### src/hw/rtl/sync_length_packet_deframer_unit_macros.svh
// ----------------------------------------------------------------------------
// sync length packet deframer - assertion macros
// Concurrent assertion wrappers shared by the deframer RTL.
// ----------------------------------------------------------------------------
`ifndef SYNC_LENGTH_PACKET_DEFRAMER_UNIT_MACROS_SVH
`define SYNC_LENGTH_PACKET_DEFRAMER_UNIT_MACROS_SVH

`ifndef NO_ASSERTIONS
// checked only out of reset
`define SLPD_ASSERT(lbl, clk, rst_n, prop, msg) \
  lbl: assert property (@(posedge clk) disable iff (!rst_n) (prop)) else $error(msg);
// checked at every edge, reset included
`define SLPD_ASSERT_ALWAYS(lbl, clk, prop, msg) \
  lbl: assert property (@(posedge clk) (prop)) else $error(msg);
`else
`define SLPD_ASSERT(lbl, clk, rst_n, prop, msg)
`define SLPD_ASSERT_ALWAYS(lbl, clk, prop, msg)
`endif

`endif

### src/hw/rtl/slpd_pkg.sv
// ----------------------------------------------------------------------------
// slpd_pkg
// Types and constants of the sync length packet deframer.
// ----------------------------------------------------------------------------
package slpd_pkg;

  localparam logic [7:0] SYNC_RESET = 8'hAA;

  typedef enum logic [2:0] {
    PH_SYNC    = 3'd0,
    PH_LENGTH  = 3'd1,
    PH_COMMAND = 3'd2,
    PH_DATA    = 3'd3,
    PH_CHECK   = 3'd4,
    PH_EMIT    = 3'd5
  } phase_t;

  typedef struct packed {
    logic [7:0] rx_byte;
  } in_item_t;

  typedef struct packed {
    logic [7:0] sync_value;
  } cfg_item_t;

  typedef struct packed {
    logic [7:0] command;
    logic [7:0] length;
    logic [7:0] checksum;
    logic [7:0] payload_byte;
    logic [4:0] payload_index;
    logic       payload_valid;
    logic       truncated;
    logic       last;
  } out_item_t;

  // control from the parser to the payload chain
  typedef struct packed {
    logic       wr_en;
    logic [7:0] wr_idx;
    logic [7:0] wr_data;
    logic       shift;
  } chain_ctrl_t;

endpackage

### src/hw/rtl/slpd_stream_if.sv
// ----------------------------------------------------------------------------
// slpd_stream_if
// Valid/ready channel carrying one item of a chosen type.
// ----------------------------------------------------------------------------
interface slpd_stream_if #(
  parameter type item_t = logic [7:0]
) ();
  logic  valid;
  logic  ready;
  item_t data;

  modport source (output valid, output data, input ready);
  modport sink   (input valid, input data, output ready);
endinterface

### src/hw/rtl/slpd_cell.sv
// ----------------------------------------------------------------------------
// slpd_cell
// One payload byte of the storage chain: loads a received byte or takes
// its neighbor's byte when the chain shifts toward the head.
// ----------------------------------------------------------------------------
module slpd_cell (
  input  logic       clk,
  input  logic       we,
  input  logic [7:0] wdata,
  input  logic       shift,
  input  logic [7:0] next_q,
  output logic [7:0] q
);

  logic [7:0] q_r;

  always_ff @(posedge clk) begin
    if (we) begin
      q_r <= wdata;
    end else if (shift) begin
      q_r <= next_q;
    end
  end

  assign q = q_r;

endmodule

### src/hw/rtl/slpd_chain.sv
// ----------------------------------------------------------------------------
// slpd_chain
// Row of payload cells. Bytes are written at their payload position; on
// readout the row shifts one cell toward the head for each result.
// ----------------------------------------------------------------------------
module slpd_chain #(
  parameter int DEPTH = 32
) (
  input  logic                 clk,
  input  slpd_pkg::chain_ctrl_t ctrl,
  output logic [7:0]           head
);

  logic [7:0] q [DEPTH];

  for (genvar i = 0; i < DEPTH; i++) begin : g_cell
    logic [7:0] nxt;
    logic       we;

    if (i == DEPTH - 1) begin : g_tail
      assign nxt = 8'h00;
    end else begin : g_mid
      assign nxt = q[i + 1];
    end

    assign we = ctrl.wr_en && (ctrl.wr_idx == 8'(i));

    slpd_cell u_cell (
      .clk    (clk),
      .we     (we),
      .wdata  (ctrl.wr_data),
      .shift  (ctrl.shift),
      .next_q (nxt),
      .q      (q[i])
    );
  end

  assign head = q[0];

endmodule

### src/hw/rtl/sync_length_packet_deframer_unit.sv
// ----------------------------------------------------------------------------
// sync_length_packet_deframer_unit
// Sync / length / command / payload / checksum packet parser.
// ----------------------------------------------------------------------------
// Received bytes are taken one per cycle while no packet is being read out.
// The parser hunts for the sync byte (register, reset 0xAA), then takes a
// length byte, a command byte, that many payload bytes and a checksum byte.
// Up to MAX_PAYLOAD payload bytes are kept in a row of byte cells; extra bytes
// are consumed and dropped and the packet is flagged truncated. The checksum
// byte starts a readout run of max(1, min(length, MAX_PAYLOAD, 32)) results,
// one per cycle while the sink is ready, with the last one marked; the row of
// cells shifts one place toward its head per result, so the run length and
// the sink's stalls set how long the run lasts. No input is accepted during a
// run. The checksum is passed through and not verified.
// ----------------------------------------------------------------------------
`include "sync_length_packet_deframer_unit_macros.svh"

module sync_length_packet_deframer_unit #(
  parameter int MAX_PAYLOAD = 32
) (
  input  logic              clk,
  input  logic              rst_n,
  slpd_stream_if.sink       in_bus,
  slpd_stream_if.source     out_bus,
  slpd_stream_if.sink       cfg_bus
);

  localparam int         RUN_CAP   = (MAX_PAYLOAD < 32) ? MAX_PAYLOAD : 32;
  localparam logic [7:0] DEPTH_B   = 8'(MAX_PAYLOAD);
  localparam logic [7:0] RUN_CAP_B = 8'(RUN_CAP);

  slpd_pkg::phase_t      phase_r, phase_nxt;
  logic [7:0]            sync_r;
  logic [7:0]            length_r, length_nxt;
  logic [7:0]            command_r, command_nxt;
  logic [7:0]            rcvd_r, rcvd_nxt;
  logic [7:0]            checksum_r, checksum_nxt;
  logic [5:0]            count_r, count_nxt;
  logic                  trunc_r, trunc_nxt;
  logic [4:0]            idx_r, idx_nxt;
  slpd_pkg::chain_ctrl_t ctrl;
  logic [7:0]            head;
  logic [7:0]            rx;
  logic                  in_acc;
  logic                  out_acc;
  logic                  run_last;
  logic                  has_data;

  assign rx       = in_bus.data.rx_byte;
  assign in_acc   = in_bus.valid && in_bus.ready;
  assign out_acc  = out_bus.valid && out_bus.ready;
  assign has_data = (count_r != 6'd0);
  assign run_last = !has_data || (({1'b0, idx_r} + 6'd1) == count_r);

  assign cfg_bus.ready = 1'b1;

  always_ff @(posedge clk) begin
    if (!rst_n) begin
      sync_r <= slpd_pkg::SYNC_RESET;
    end else if (cfg_bus.valid) begin
      sync_r <= cfg_bus.data.sync_value;
    end
  end

  always_ff @(posedge clk) begin
    if (!rst_n) begin
      phase_r <= slpd_pkg::PH_SYNC;
    end else begin
      phase_r <= phase_nxt;
    end
  end

  always_ff @(posedge clk) begin
    if (!rst_n) begin
      length_r   <= 8'h00;
      command_r  <= 8'h00;
      rcvd_r     <= 8'h00;
      count_r    <= 6'd0;
      trunc_r    <= 1'b0;
      idx_r      <= 5'd0;
    end else begin
      length_r   <= length_nxt;
      command_r  <= command_nxt;
      rcvd_r     <= rcvd_nxt;
      count_r    <= count_nxt;
      trunc_r    <= trunc_nxt;
      idx_r      <= idx_nxt;
    end
  end

  always_ff @(posedge clk) begin
    checksum_r <= checksum_nxt;
  end

  always_comb begin
    phase_nxt     = phase_r;
    length_nxt    = length_r;
    command_nxt   = command_r;
    rcvd_nxt      = rcvd_r;
    checksum_nxt  = checksum_r;
    count_nxt     = count_r;
    trunc_nxt     = trunc_r;
    idx_nxt       = idx_r;
    ctrl.wr_en    = 1'b0;
    ctrl.wr_idx   = rcvd_r;
    ctrl.wr_data  = rx;
    ctrl.shift    = 1'b0;
    in_bus.ready  = 1'b1;
    out_bus.valid = 1'b0;

    case (phase_r)
      slpd_pkg::PH_LENGTH: begin
        if (in_acc) begin
          length_nxt = rx;
          phase_nxt  = slpd_pkg::PH_COMMAND;
        end
      end
      slpd_pkg::PH_COMMAND: begin
        if (in_acc) begin
          command_nxt = rx;
          rcvd_nxt    = 8'h00;
          phase_nxt   = (length_r != 8'h00) ? slpd_pkg::PH_DATA : slpd_pkg::PH_CHECK;
        end
      end
      slpd_pkg::PH_DATA: begin
        if (in_acc) begin
          ctrl.wr_en = (rcvd_r < DEPTH_B);
          rcvd_nxt   = rcvd_r + 8'd1;
          if ((rcvd_r + 8'd1) >= length_r) begin
            phase_nxt = slpd_pkg::PH_CHECK;
          end
        end
      end
      slpd_pkg::PH_CHECK: begin
        if (in_acc) begin
          checksum_nxt = rx;
          trunc_nxt    = (length_r > RUN_CAP_B);
          count_nxt    = (length_r > RUN_CAP_B) ? RUN_CAP_B[5:0] : length_r[5:0];
          idx_nxt      = 5'd0;
          phase_nxt    = slpd_pkg::PH_EMIT;
        end
      end
      slpd_pkg::PH_EMIT: begin
        in_bus.ready  = 1'b0;
        out_bus.valid = 1'b1;
        if (out_acc) begin
          ctrl.shift = has_data;
          if (run_last) begin
            phase_nxt = slpd_pkg::PH_SYNC;
          end else begin
            idx_nxt = idx_r + 5'd1;
          end
        end
      end
      default: begin
        // sync hunt, also taken by codes with no meaning
        if (in_acc) begin
          phase_nxt = (rx == sync_r) ? slpd_pkg::PH_LENGTH : slpd_pkg::PH_SYNC;
        end
      end
    endcase
  end

  slpd_chain #(
    .DEPTH (MAX_PAYLOAD)
  ) u_chain (
    .clk  (clk),
    .ctrl (ctrl),
    .head (head)
  );

  assign out_bus.data.command       = command_r;
  assign out_bus.data.length        = length_r;
  assign out_bus.data.checksum      = checksum_r;
  assign out_bus.data.payload_byte  = has_data ? head : 8'h00;
  assign out_bus.data.payload_index = has_data ? idx_r : 5'd0;
  assign out_bus.data.payload_valid = has_data;
  assign out_bus.data.truncated     = trunc_r;
  assign out_bus.data.last          = run_last;

  // end of a run hands the input side back
  `SLPD_ASSERT(a_last_frees_input, clk, rst_n, out_acc && out_bus.data.last |=> in_bus.ready, "input not freed after last result")
  // a taken result that is not last is followed by the next position
  `SLPD_ASSERT(a_run_continues, clk, rst_n, out_acc && !out_bus.data.last |=> out_bus.valid && (out_bus.data.payload_index == $past(out_bus.data.payload_index) + 5'd1), "run broke off or skipped a position")
  // checksum byte always starts a run
  `SLPD_ASSERT(a_check_starts_run, clk, rst_n, in_acc && (phase_r == slpd_pkg::PH_CHECK) |=> out_bus.valid, "checksum byte gave no result")
  // truncation only for packets longer than the run cap
  `SLPD_ASSERT(a_trunc_len, clk, rst_n, out_bus.valid && out_bus.data.truncated |-> out_bus.data.length > RUN_CAP_B, "truncated flag on a short packet")
  // during reset nothing is offered
  `SLPD_ASSERT_ALWAYS(a_reset_quiet, clk, !rst_n |=> !out_bus.valid, "result offered right after reset")

endmodule

### src/flat_wrapper.sv
// flat-port wrapper written by rule: the top's interface ports become plain ports
module sync_length_packet_deframer_unit_flat 
#(
  parameter int MAX_PAYLOAD = 32
)
  (clk, rst_n, in_bus_valid, in_bus_data, in_bus_ready, out_bus_valid, out_bus_data, out_bus_ready, cfg_bus_valid, cfg_bus_data, cfg_bus_ready);
  slpd_stream_if #(.item_t(slpd_pkg::in_item_t)) in_bus_i ();
  slpd_stream_if #(.item_t(slpd_pkg::out_item_t)) out_bus_i ();
  slpd_stream_if #(.item_t(slpd_pkg::cfg_item_t)) cfg_bus_i ();
  input  logic clk;
  input  logic rst_n;
  input wire logic [$bits(in_bus_i.valid)-1:0] in_bus_valid;
  input wire logic [$bits(in_bus_i.data)-1:0] in_bus_data;
  output wire logic [$bits(in_bus_i.ready)-1:0] in_bus_ready;
  output wire logic [$bits(out_bus_i.valid)-1:0] out_bus_valid;
  output wire logic [$bits(out_bus_i.data)-1:0] out_bus_data;
  input wire logic [$bits(out_bus_i.ready)-1:0] out_bus_ready;
  input wire logic [$bits(cfg_bus_i.valid)-1:0] cfg_bus_valid;
  input wire logic [$bits(cfg_bus_i.data)-1:0] cfg_bus_data;
  output wire logic [$bits(cfg_bus_i.ready)-1:0] cfg_bus_ready;
  assign in_bus_i.valid = in_bus_valid;
  assign in_bus_i.data = in_bus_data;
  assign in_bus_ready = in_bus_i.ready;
  assign out_bus_valid = out_bus_i.valid;
  assign out_bus_data = out_bus_i.data;
  assign out_bus_i.ready = out_bus_ready;
  assign cfg_bus_i.valid = cfg_bus_valid;
  assign cfg_bus_i.data = cfg_bus_data;
  assign cfg_bus_ready = cfg_bus_i.ready;
  sync_length_packet_deframer_unit #(.MAX_PAYLOAD(MAX_PAYLOAD)) u_core (.clk(clk), .rst_n(rst_n), .in_bus(in_bus_i), .out_bus(out_bus_i), .cfg_bus(cfg_bus_i));
endmodule
### config.mk
export PLATFORM = sky130hd
export DESIGN_NAME = sync_length_packet_deframer_unit_flat
export DESIGN_NICKNAME = d
export VERILOG_FILES = /design/src/hw/rtl/slpd_pkg.sv /design/src/hw/rtl/slpd_stream_if.sv /design/src/hw/rtl/slpd_cell.sv /design/src/hw/rtl/slpd_chain.sv /design/src/hw/rtl/sync_length_packet_deframer_unit.sv /design/src/flat_wrapper.sv
export VERILOG_INCLUDE_DIRS = /design/src /design/src/hw/rtl
export SDC_FILE = /design/constraint.sdc
export NUM_CORES = 1
export LEC_CHECK = 0
export ABC_AREA = 1
export BUFFER_PORTS_ARGS = -buffer_cell sky130_fd_sc_hd__buf_2
export CORE_MARGIN = 1
export CORE_UTILIZATION = 50
export DETAILED_ROUTE_END_ITERATION = 10
export GPL_ROUTABILITY_DRIVEN = 0
export PLACE_DENSITY = 0.71
export SLEW_MARGIN = 0
export SYNTH_ARGS = -nofsm -noshare
export SYNTH_HDL_FRONTEND = slang
export SYNTH_SLANG_ARGS = --single-unit
export TNS_END_PERCENT = 30
### constraint.sdc
create_clock -name clk -period 2.3 [get_ports clk]
set_input_delay 0.115 -clock clk [delete_from_list [all_inputs] [get_ports clk]]
set_output_delay 0.115 -clock clk [all_outputs]
set_load 0.02 [all_outputs]
* Yosys cells after proc, flatten, opt, wreduce, memory -nomap -nowiden
Index checks and enable logic that the tools add are counted.
** Operators by class
- Magnitude comparators :: 3
- Reduce and logical (&&, ||, !) cells :: 80
- Equal/unequal tests :: 46
- Muxes and demuxes :: 91
- Add/sub/neg operators :: 3
** Operator list (count)
- $mux 8 :: 67
- $eq 8x5->1 const B :: 16
- $reduce_bool 2->1 :: 35
- $eq 8x4->1 const B :: 8
- $logic_and 1x1->1 :: 34
- $eq 8x3->1 const B :: 4
- $mux 3 :: 9
- $mux 5 :: 4
- $eq 8x2->1 const B :: 2
- $pmux 8 s2 :: 1
- $pmux 3 s5 :: 1
- $ne 2x1->1 const B :: 7
- $pmux 5 s2 :: 1
- $add 8x1->8 const B :: 1
- $eq 8x1->1 const B :: 1
- $eq 8x8->1 :: 1
- $ge 8x8->1 :: 1
- $gt 8x6->1 const B :: 1
- $logic_not 8->1 :: 1
- $lt 8x6->1 const B :: 1
- $reduce_and 8->1 :: 1
- $reduce_bool 8->1 :: 1
- $mux 1 :: 7
- $add 5x1->6 const B :: 1
- 13 further kinds :: 17
** Word-level totals
- Input bits :: 21
- Register bits :: 311
- Logic and storage cells :: 264

* Logic depth before layout (Yosys ltp)
- Word-level depth :: 7
- Mapped depth :: 17

* Cells and area by module
A second synthesis with hierarchy kept.
** Second synthesis, totals
- Cell total of the unflattened synthesis :: 1596
- Area, all modules :: 14571.5 µm²
** Modules (own cells, without submodules)
- slpd_cell :: area an instance 351.6 µm², instances 32, cells an instance 35, seq. area each 240.2 µm²
- sync_length_packet_deframer_unit :: area an instance 2919.0 µm², instances 1, cells an instance 405, seq. area each 1181.1 µm²
- slpd_chain :: area an instance 401.6 µm², instances 1, cells an instance 71, seq. area each 0.0 µm²

* Least setup slack after synthesis
No wires, ideal clock.
- Kind :: register to register
- Start :: register u_core.rcvd_r[0]
- End :: register u_core.phase_r[1]
- Period minus slack after synthesis :: 2.391 ns
- Library setup time :: 0.113 ns
- Cell stages (with the launch flop) :: 17
- Arrival :: 2.278 ns
- Slack :: -0.091 ns
- Cells stage by stage :: dfxtp_1 -> ha_1 -> buf_2 -> inv_1 -> nor3_1 -> nand2_1 -> xor2_1 -> ha_1 -> nand2_1 -> nor2_1 -> nand4_1 -> nand4_1 -> nand3_1 -> inv_1 -> nand2_1 -> nor2_1 -> nor2_1
** Between the ends
- Longest elaborated chain between the ends :: 4
** RTL lines
- start: declaration :: line sync_length_packet_deframer_unit.sv:36 : logic [7:0] rcvd_r, rcvd_nxt;
- start signal: assignment :: line sync_length_packet_deframer_unit.sv:84 : rcvd_r <= rcvd_nxt;
- $add 8x1->8 :: line sync_length_packet_deframer_unit.sv:129 : if ((rcvd_r + 8'd1) >= length_r) begin
- $ge 8x8->1 :: line sync_length_packet_deframer_unit.sv:129
- $ne 2x1->1 (no line)
- $reduce_and 8->1 (no line)
- end signal: assignment :: line sync_length_packet_deframer_unit.sv:67 : phase_r <= slpd_pkg::PH_SYNC;
- end signal: assignment :: line sync_length_packet_deframer_unit.sv:69 : phase_r <= phase_nxt;
- end: declaration :: line sync_length_packet_deframer_unit.sv:32 : slpd_pkg::phase_t phase_r, phase_nxt;
No other way between the ends.
A chain may end at the register's enable or synchronous reset.

* Worst setup path after layout
- Start :: register u_core.rcvd_r[1]
- End :: register u_core.phase_r[2]
The elaborated chain is that of the path after synthesis.

==> results.json <==
{
  "outcome": "finished, final reports clean",
  "synthesized_netlist_net_count": 1331,
  "pin_count_of_the_biggest_net_entering_global_routing": 35,
  "post-synth-top-count-cell": "sky130_fd_sc_hd__nand2_1",
  "core_area_um2": 27900,
  "critical_path.endpoint_type": "flop",
  "final_min_period_over_clock_period_pct": 96.0,
  "cts.clk_slew.worst_paths_ns": 0.06,
  "asyncSetResetFlopFracSynth_pct": 0,
  "grt_setup_unrepaired": "true",
  "dp_cells": 1724,
  "ys_seq_elements": 311,
  "critical_path.reg2reg.endpoint": "u_core.phase_r[2]",
  "cts_max_level": 1,
  "n_antenna_cell": 0,
  "worst_slew_pin_slew_ns": 0.714,
  "critical_path.startpoint_type": "flop",
  "clock-skew-final_ns": 0.0179,
  "crit_top_cell": "sky130_fd_sc_hd__nand2_1",
  "cp_data_required_time_ns": 2.80,
  "io_buffers": 62,
  "synthAdderAreaFrac_pct": 1.14,
  "multi_input_comb_area_um2": 4660,
  "worstSkewPairLatency_ns": 0.56,
  "syn_avg_cell_area_um2": 11.0,
  "nets": 1441,
  "headroom_to_the_max_slew_limit_pct": 52.1,
  "synth.distinct_cells": 40,
  "synth_top_cell_by_area": "sky130_fd_sc_hd__edfxtp_1",
  "crit_path_top_delay_cell": "sky130_fd_sc_hd__dfxtp_2",
  "stage_delay_of_the_slowest_cell_on_the_critical_path_ns": 0.35,
  "final_cells": 1809,
  "dp.final_hpwl_um": 18900,
  "io_pins": 64,
  "finalMaxSlewViolations": 0,
  "synthTopCellsByArea": "sky130_fd_sc_hd__edfxtp_1 56%, sky130_fd_sc_hd__nand2_1 9.7%, sky130_fd_sc_hd__o21ai_1 6.9%",
  "synth_simple_gate_area_share_pct": 17.9,
  "critPathKind": "reg2reg",
  "ctsLongestPathBuffers": 3,
  "total_via_count_in_the_routed_design": 9759,
  "die_h_um": 171,
  "synth_compound_area_share_pct": 12.2,
  "tritoncts": "yes",
  "synth_cell_area_um2": 14200,
  "reg2reg_depth": 17,
  "regToRegStartpoint": "u_core.rcvd_r[1]",
  "count_of_flip_flops_with_a_built_in_enable_after_synthesis": 264,
  "seqCellArea_um2": 8870,
  "hold-path-endpoint": "u_core.sync_r[1]",
  "antenna_violating_nets_post_route": 0,
  "antenna_found_initial": 0,
  "die_x_um": 171,
  "clockRootBuffer": "sky130_fd_sc_hd__clkbuf_16",
  "hold_class": "in2reg",
  "post_synth_mux_area_share_pct": 0,
  "arrival_ns": 2.71,
  "wire_length_of_the_first_global_routing_pass_um": 47600,
  "wl_per_cell_um": 16.6,
  "critical_path.cell_chain": "inv_2 > nor3_4 > buf_4 > buf_4 > xor2_1 > inv_1 > ha_1 > nand2_1 > o21ai_1 > nand2_1 > nand4_1 > nand3_1 > inv_2 > nand2_2 > nand2_1 > nand2_1 > nor2_1",
  "dieArea_um2": 29100,
  "ys_dominant_reg_cell": "sky130_fd_sc_hd__edfxtp_1",
  "achievable-frequency_mhz": 453,
  "worst_path_fanout_max": 4,
  "hold-path-cell-count": 3,
  "hold_viol": 0,
  "area_delta_synth_final_pct": 15.4,
  "synth.yosys.warnings": 0,
  "power-per-cell-area_nw_per_um2": 737,
  "viasPerCell": 5.39,
  "final_layout_size_suffix_gt1_share_pct": 19.9,
  "hold_path.startpoint": "rst_n",
  "first_global_vias": 9152,
  "final_critical_path_setup_slack_ns": 0.0924,
  "tritoncts_num_sinks": 311,
  "cp_num_buf_inv": 5,
  "finalWirelength_um": 30100,
  "route.detailed.drc": 0,
  "num-fill-cells": 2221,
  "synthXorXnorAreaFrac_pct": 0.985,
  "synth_top_area_share_pct": 55.7,
  "largest_vdd_supply_drop_mv": 0.578,
  "critPathTopFamily": "simple AND/OR/NAND/NOR gates",
  "synth.yosys.seq_area_share_pct": 62.4,
  "setup_viol": 0,
  "place_worst_setup_slack_ns": -0.0561,
  "synthesis.instances": 1297,
  "leakage_nw": 6.73,
  "worstSetupStartpoint": "u_core.rcvd_r[1]",
  "placement_rows": 61,
  "grt_usage_pct": 21.0,
  "synth_top_family_by_area": "simple AND/OR/NAND/NOR gates",
  "finalWorstPathRequiredPeriod_ns": 2.21,
  "regToRegSetupSlack_ns": 0.09,
  "number_of_drc_markers_in_iteration_0": 785,
  "drt-pass1-iter-count": 6,
  "drv.max_cap_violation_count": 0,
  "numCtsBuffers": 31,
  "yosys-top-cells-count": "369 x sky130_fd_sc_hd__nand2_1, 264 x sky130_fd_sc_hd__edfxtp_1, 197 x sky130_fd_sc_hd__o21ai_1",
  "globalRoute.totalOverflow": 0,
  "initial_core_util_pct": 51.1
}
## kinds of logic (layout without fill, tap and decap cells)
group	count (synthesis)	after routing
xor+xnor	16	16
flops	311	311
fa+ha+maj	13	13
other cells	1	1
buf+inv	148	282
compound gates	315	315
simple gates	493	493
## final cells by class
cell class	instances	share of cell area, %
Sequential cell	311	54.1
Multi-Input combinational cell	838	28.4
Timing Repair Buffer	157	7.25
Clock buffer	38	4.89
Tap cell	378	2.88
Inverter	68	1.55
Clock inverter	19	0.991
## routing by layer
layer,wire (µm),track usage (%),up-vias
li1,-,-,4757
met1,13200,28.4,4672
met2,14400,34.7,289
met3,1860,3.61,41
met4,621,6.27,0
met5,0,0,-
## layout by cell type (no fill, tap or decap), drive strengths merged
cell type	count
clkinv	12
clkinvlp	5
clkbuf	38
inv	68
a21oi	37
xnor2	8
conb	1
bufinv	2
a31oi	1
nor2	53
o22a	1
buf	132
a211oi	1
xor2	8
nand3b	1
o21ai	272
nand2	371
nor4	2
a2111oi	1
o21a	1
o211ai	1
dfxtp	47
edfxtp	264
nor3b	1
ha	13
dlygate4sd3	25
nand3	19
nand4	39
nor3	7
## where the power goes
part | internal, W | total (W) | switching (W)
Clock | 0.00271 | 0.00483 | 0.00212
Sequential | 0.00614 | 0.00623 | 0.0000837
Combinational | 0.000327 | 0.00104 | 0.000718
Total | 0.00918 | 0.0121 | 0.00292
## worst max path at each step
stage                     cells after the start  slack (ns)                 to
after global placement                       15       0.006  u_core.phase_r[1]
after global routing                         17       -0.15  u_core.phase_r[1]
after floorplan                              16       0.003  u_core.phase_r[1]
after detailed placement                     15       -0.06  u_core.phase_r[1]
final                                        17        0.09  u_core.phase_r[2]
after CTS                                    17       0.001  u_core.phase_r[1]
## worst register-to-register path, delay by kind of cell (launching register included)
family / cells / cell delay, ns
and+or+nand+nor: 9 / 0.78
adders and majority gates: 1 / 0.30
xor gates and xnor gates: 1 / 0.14
DFF: 1 / 0.35
buffers and inverters: 5 / 0.44
AOI/OAI and AO/OA: 1 / 0.13
## stage by stage
step / hold slack [ns] / TNS, ns / util [%] / instance area, µm² / total power [W]
finish: 0.0322 / 0 / 58.9 / 16400 / 0.0121
global route: 0.0526 / -0.322 / 58.9 / 16400 / 0.0125
CTS: 0.00623 / 0 / 58.6 / 16300 / 0.0121
detailed placement: 0.340 / -0.112 / 54.2 / 15100 / 0.00731
global placement: 0.332 / 0 / 54.2 / 15100 / 0.00729
floorplan: 0.214 / 0 / - / 14200 / 0.00699
## sequential cells by signal (all words and copies together), names as in the netlist
name and count:
u_core.u_chain.g_cell.u_cell.q 256, u_core.idx_r 5, u_core.count_r 6, u_core.sync_r 8
u_core.length_r 8, u_core.rcvd_r 8, u_core.phase_r 3, u_core.trunc_r 1
u_core.command_r 8, u_core.checksum_r 8
## repair_timing
action                                  CTS  global route
hold endpoints to repair                 17             0
gates resized for setup                   4            19
pin swaps                                 3             8
endpoints found under the setup margin    2            28
hold buffers                             25             0
buffers inserted                          1             2
No activity file was read; power rests on OpenSTA's default activity.
